**src/sv/gsf_queue.sv**
```systemverilog
// Two-entry job queue between the front end and the filter back end.
`default_nettype none

module gsf_queue #(
  parameter int W = 8
) (
  input  wire          clk,
  input  wire          rst,
  input  wire          push,
  input  wire  [W-1:0] wdata,
  output logic         full,
  input  wire          pop,
  output logic         rd_valid,
  output logic [W-1:0] rdata
);

  logic [W-1:0] entry [2];
  logic         wr_ptr;
  logic         rd_ptr;
  logic [1:0]   fill;

  assign full     = (fill == 2'd2);
  assign rd_valid = (fill != 2'd0);
  assign rdata    = entry[rd_ptr];

  // Entry storage.
  always_ff @(posedge clk) begin
    if (push) begin
      entry[wr_ptr] <= wdata;
    end
  end

  // Pointers and fill level.
  always_ff @(posedge clk) begin
    if (rst) begin
      wr_ptr <= 1'b0;
      rd_ptr <= 1'b0;
      fill   <= 2'd0;
    end else begin
      if (push) begin
        wr_ptr <= !wr_ptr;
      end
      if (pop) begin
        rd_ptr <= !rd_ptr;
      end
      if (push && !pop) begin
        fill <= fill + 2'd1;
      end else if (pop && !push) begin
        fill <= fill - 2'd1;
      end
    end
  end

endmodule

`default_nettype wire

```
**config.mk**
```make
export PLATFORM = sky130hd
export DESIGN_NAME = gsf_queue
export DESIGN_NICKNAME = d
export VERILOG_FILES = /design/src/sv/gsf_queue.sv
export SDC_FILE = /design/constraint.sdc
export NUM_CORES = 1
export LEC_CHECK = 0
export ABC_AREA = 0
export CORE_UTILIZATION = 52
export DETAILED_ROUTE_END_ITERATION = 10
export DONT_BUFFER_PORTS = 1
export GPL_ROUTABILITY_DRIVEN = 0
export PLACE_DENSITY = 0.69
export SLEW_MARGIN = 10
export SYNTH_ARGS = -nofsm -noshare
export SYNTH_HDL_FRONTEND = slang
export SYNTH_SLANG_ARGS = --single-unit
```
**constraint.sdc**
```tcl
create_clock -name clk -period 1.1 [get_ports clk]
set_input_delay 0.22 -clock clk [delete_from_list [all_inputs] [get_ports clk]]
set_output_delay 0.22 -clock clk [all_outputs]
set_load 0.005 [all_outputs]
```
==> impl_metrics.toml, run 1 <==
[global_route]
grt_usage_pct = 14.90
antenna_found_initial = 0
grt_max_degree = 13
grt-ovfl-total = 0
grt_pass1_vias = 372
grt_pass1_wl_um = 1455

[setup_path]
worstPathCellList = "buf_12, mux2_4"
required_ns = 0.88
r2r_cells = 3
max_stage_delay_ns = 0.35
path_max_fanout = 8
end_kind = "output pin"
crit_type = "register to output pin"
worst_setup_path_start_kind = "register"
cp.arrival_ns = 1.08
critical_path.slowest_cell = "dfxtp_2"

[layout]
multi_input_area_um2 = 232.7
syn2layout_area_growth_pct = 28.50
antenna_cells = 0
utilization_pct = 74.79
seq_area_um2 = 586.8
final.fill_count = 77
drive_above_1_share_pct = 35.94
finalInstanceArea_mm2 = 0.001010
fin_nets = 78

[power]
p_clk_share_pct = 22.6
power_density_mw_per_mm2 = 1517
switching_power_mw = 0.3328
power_mw = 1.532
p_leak_nw = 0.3931
internal-power_mw = 1.199
irDropWorstVdd_uv = 1245
pwr-share-comb_pct = 15.6
swShare_pct = 21.73
seqPwrFrac_pct = 61.9

[status]
violations = "setup timing"
status = "complete, but fails checks"

[timing]
fmax_ghz = 0.7702
rsz0062_at_grt = "yes"
tightest_slew_ns = 0.2198
skew_ns = 0.002951
finalCriticalPeriod_ns = 1.298
max_slew_margin_pct = 85.24
fin_ws_ns = -0.1983
hold_viol_final = 0
finalSetupViolCount = 10
drv_slew = 0
holdWs_ns = 0.08072
finalCritPeriodShare_pct = 118.0

[cts]
cts_max_level = 1
cts_tree = "done"
root_buffer = "clkbuf_4"
cts_setup_buffers = 0
cts_max_path_buffers = 2
cts.clk_slew.worst_paths_ns = 0.10
clk_latency_ns = 0.29
clkSinkCount = 21
cts_inserted_buffers = 3

[route]
post-route-drc-count = 0
drt_iter0_markers = 2
drt_wl_total_um = 1130
vias = 407
viasPerCell = 5.152
antenna_left = 0
avgRoutedWirePerCell_um = 14.30
drtPass1Iterations = 2

[logic_synthesis]
yosys_warnings = 0
yosysSeqAreaShare_pct = 73.89
yosysUniqueCellTypes = 16
syn_area_um2 = 785.8
synthTopCellsByArea = "edfxtp_1 61%, dfxtp_1 13%, mux2_2 11%"
synthCells = 47
synth_area_leader_cell = "edfxtp_1"
ys_ff_latch = 21
synth_nets = 60
syn_area_per_cell_um2 = 16.72
yosys.area.top_type_share_pct = 61.15

[die]
std_cell_rows = 13
die_area_mm2 = 0.001670
ios = 22
core_area_mm2 = 0.001350
fp.dieW_um = 40.87
start_util_pct = 58.20
die_y_um = 40.87

[min_path]
hp-class = "primary input to register"
holdPathStages = 2

[placement]
dp_hpwl_um = 773.6
postPlaceCellArea_um2 = 849.6
portBuffers = 0

[flow_run]
maxCapViolCount = 0
-- what timing repair did --
item | 4_1_cts | 5_1_grt
hold endpoints to repair | 5 | 16
setup endpoints to repair | 11 | 11
hold buffers | 1 | 8
pin swaps | 1 | 0
gates cloned | 0 | 0
resized for setup | 12 | 2
-- final cells by class --
| cell class | instances | area share, % |
|---|---|---|
| Clock buffer | 3 | 2.230 |
| Clock inverter | 1 | 0.4957 |
| Inverter | 1 | 0.3717 |
| Multi-Input combinational cell | 24 | 23.05 |
| Sequential cell | 21 | 58.12 |
| Tap cell | 15 | 1.859 |
| Timing Repair Buffer | 14 | 13.88 |
-- sequential cells by signal, indices dropped and copies added (netlist names), named ones only --
| name | count |
|---|---|
| wr_ptr | 1 |
| rd_ptr | 1 |
| fill | 2 |
| entry | 16 |
-- synthesized netlist by cell type --
cell,n
edfxtp_1,16
xnor2_1,2
dfxtp_1,5
nor2_1,4
or2_2,1
a21oi_1,1
buf_2,1
inv_1,1
and2_1,1
nor2b_1,1
o21ai_0,1
xor2_1,2
or3_1,1
ha_1,1
and2b_2,1
mux2_2,8
-- path summary, 6_finish.rpt --
check	startpoint	end	slack, ns
worst max register to register	fill[0]	fill[1]	0.01
worst min register to register	fill[1]	fill[1]	0.54
worst min-delay path	push	wr_ptr	0.08
worst max-delay path	register	rdata[1]	-0.20
-- through the flow --
step	instances	worst slack [ns]	TNS, ns
after floorplan	47	0.01230	0
after global placement	66	0.03712	0
after detailed placement	66	-0.05194	-0.05194
after CTS	71	-0.2143	-1.746
after global routing	79	-0.2400	-2.010
final	79	-0.1983	-1.564
-- cells by family (layout without fill, tap and decap cells) --
family	Yosys count	in the layout	synth area share [%]
DFF	21	21	73.89
and+or+nand+nor	9	9	6.212
muxes	8	8	11.47
xor gates and xnor gates	4	4	4.459
AOI/OAI and AO/OA	2	2	1.273
buffers and inverters	2	19	1.114
adders and majority gates	1	1	1.592
-- layout by cell type (no fill, tap or decap) --
master	count
a21oi_2	1
and2_1	1
and2b_2	1
buf_12	1
buf_4	4
clkbuf_4	3
clkinv_2	1
dfxtp_1	2
dfxtp_2	2
dfxtp_4	1
dlygate4sd3_1	9
edfxtp_1	16
ha_1	1
inv_1	1
mux2_4	8
nor2_1	4
nor2b_1	1
o21ai_0	1
or2_4	1
or3_1	1
xnor2_1	2
xor2_1	2
-- power groups by stage --
stage / Combinational, mW / Sequential (mW) / Clock [mW]
final: 0.238 / 0.948 / 0.345
after global routing: 0.258 / 0.954 / 0.385
after CTS: 0.211 / 0.949 / 0.357
after detailed placement: 0.177 / 0.961 / 0
after global placement: 0.167 / 0.956 / 0
after floorplan: 0.125 / 0.951 / 0
-- worst max-delay path: cells and delay by family, from the launching register on --
| kind | cells | cell delay [ns] |
|---|---|---|
| buffers and inverters | 1 | 0.13 |
| flip-flops | 1 | 0.35 |
| multiplexers | 1 | 0.31 |
-- layer usage --
metal	routed length (um)	up-vias	share of wire [%]	global-route usage, %
li1	-	202	-	-
met1	409	189	36	13.82
met2	640	14	57	25.78
met3	64	2	5.7	6.522
met4	16	0	1.4	10.00
met5	0	-	0	0
Note: power is estimated with default switching activity, not from simulation.
==> inputs of run 2 (changes only) <==
--- a/config.mk
+++ b/config.mk
@@ -6,6 +6,7 @@
 export NUM_CORES = 1
 export LEC_CHECK = 0
 export ABC_AREA = 0
+export CORE_MARGIN = 3
 export CORE_UTILIZATION = 52
 export DETAILED_ROUTE_END_ITERATION = 10
 export DONT_BUFFER_PORTS = 1
==> run 2 against run 1 <==
  * Worst setup slack got worse by 0.024 ns
  * Clock power grew 3%
  * Combinational power grew 10%
  * Via count is 7.4% higher
  * First-iteration DRC count rose to 3.5 times the previous value
  * The flow still finishes with violations (setup timing)
  * Critical path depth unchanged
  * Sequential share of layout area is 0.14 points higher
==> impl_metrics.toml, run 2 (same netlist as run 1, synthesis figures left out) <==
[timing]
drv_slew = 0
finalCritPeriodShare_pct = 120.2
finalCriticalPeriod_ns = 1.322
max_slew_margin_pct = 86.33
tightest_slew_ns = 0.2036
hold_viol_final = 0
finalSetupViolCount = 10
fin_ws_ns = -0.2222
holdWs_ns = 0.005308
skew_ns = 0.001002
rsz0062_at_grt = "yes"
fmax_ghz = 0.7563
setup-tns-final_ns = -1.802

[layout]
final_cell_mix = "16 x edfxtp_1, 8 x mux2_4, 7 x dlygate4sd3_1, 7 x buf_4, 4 x nor2_1"
utilization_pct = 73.72
layout_commonest_cell = "edfxtp_1"
largest_reg_flops = 16
antenna_cells = 0
fin_nets = 79
syn2layout_area_growth_pct = 28.19
drive_above_1_share_pct = 36.92
reg_top3 = "entry x16, fill x2"
top_register = "entry"

[power]
seqPwrFrac_pct = 60.7
switching_power_mw = 0.3502
pwr-share-comb_pct = 16.7
irDropWorstVdd_uv = 1373
swShare_pct = 22.35
p_clk_share_pct = 22.6
power_mw = 1.567
power_density_mw_per_mm2 = 1556
internal-power_mw = 1.217
p_leak_nw = 0.3973

[route]
drtPass1Iterations = 4
avgRoutedWirePerCell_um = 19.23
post-route-drc-count = 0
drt_wl_total_um = 1538
antenna_left = 0
drt_iter0_markers = 7
vias = 437
viasPerCell = 5.463

[setup_path]
worstPathCellList = "buf_12, mux2_4"
path_max_fanout = 8
required_ns = 0.88
critical_path.slowest_cell = "dfxtp_2"
cp.arrival_ns = 1.10
max_stage_delay_ns = 0.36
crit_type = "register to output pin"
r2r-start = "fill[0]"
worst_setup_path_start_kind = "register"
end_kind = "output pin"

[cts]
clkSinkCount = 21
clk_latency_ns = 0.30
cts.clk_slew.worst_paths_ns = 0.10
cts_max_path_buffers = 2
root_buffer = "clkbuf_4"
cts_tree = "done"
cts_max_level = 1
cts_inserted_buffers = 3

[global_route]
antenna_found_initial = 0
grt-ovfl-total = 0
grt_pass1_wl_um = 2042
grt_max_degree = 12
grt_pass1_vias = 435
grt_usage_pct = 14.75

[die]
std_cell_rows = 13
core_area_mm2 = 0.001366
die_area_mm2 = 0.002013
ios = 22
die_y_um = 44.87
fp.dieW_um = 44.87
start_util_pct = 57.51

[min_path]
min_from = "wdata[2]"
hp-class = "primary input to register"

[status]
violations = "setup timing"
status = "complete, but fails checks"

[placement]
dp_hpwl_um = 923.7
portBuffers = 0
place_ws_ns = -0.01674

[flow_run]
maxCapViolCount = 0
==> run 2: changes by cell type in the layout (fill, tap and decap cells not counted), sizes merged <==
cell,delta
buf,+3
clkbuf,+1
clkinv,-1
dlygate4sd3,-2
==> run 2: final cells by class <==
class                      instances  area [um^2]
sequential                        21        586.8
fill                              82        359.1
multi-input combinational         24        229.0
timing repair buffer              15        142.6
clock buffer                       4        26.28
tap                               15        18.77
inverter                           1        3.754
==> run 2: critical path, delay by kind of cell (launching register included) <==
kind,cells,cell delay [ns]
mux,1,0.31
flops,1,0.36
buf+inv,1,0.13
==> run 2: timing repair <==
item | CTS | global route
hold buffers | 1 | 6
setup endpoints to repair | 10 | 11
gates cloned | 0 | 0
hold endpoints to repair | 5 | 10
resized for setup | 12 | 1
setup buffers | 1 | 1
pin swaps | 1 | 1
==> run 2: metal layers <==
layer,routed length [um],track usage [%]
met3,90,4.781
met5,0,0
met2,846,28.08
met4,21,3.509
met1,579,15.51
==> run 2: final timing paths <==
kind / end / slack [ns] / cells after the start
worst min-delay path: entry[1][2] / 0.005 / 0
worst max-delay path: rdata[4] / -0.22 / 2
worst min register to register: fill[1] / 0.54 / 2
worst max register to register: fill[1] / 0.01 / 3
==> run 2: power groups by stage <==
stage	clock, mW	combinational, mW	sequential [mW]
final	0.354	0.262	0.951
after global routing	0.393	0.281	0.958
after CTS	0.356	0.226	0.949
after detailed placement	0	0.183	0.962
after global placement	0	0.173	0.956
after floorplan	0	0.125	0.951
==> run 2: per-stage QoR <==
| stage | cell area, um^2 | instances |
|---|---|---|
| 4_1_cts | 937.1 | 73 |
| 6_report | 1007 | 80 |
| 5_1_grt | 1007 | 80 |
| 2_1_floorplan | 785.8 | 47 |
| 3_3_place_gp | 857.1 | 67 |
| 3_5_place_dp | 857.1 | 67 |
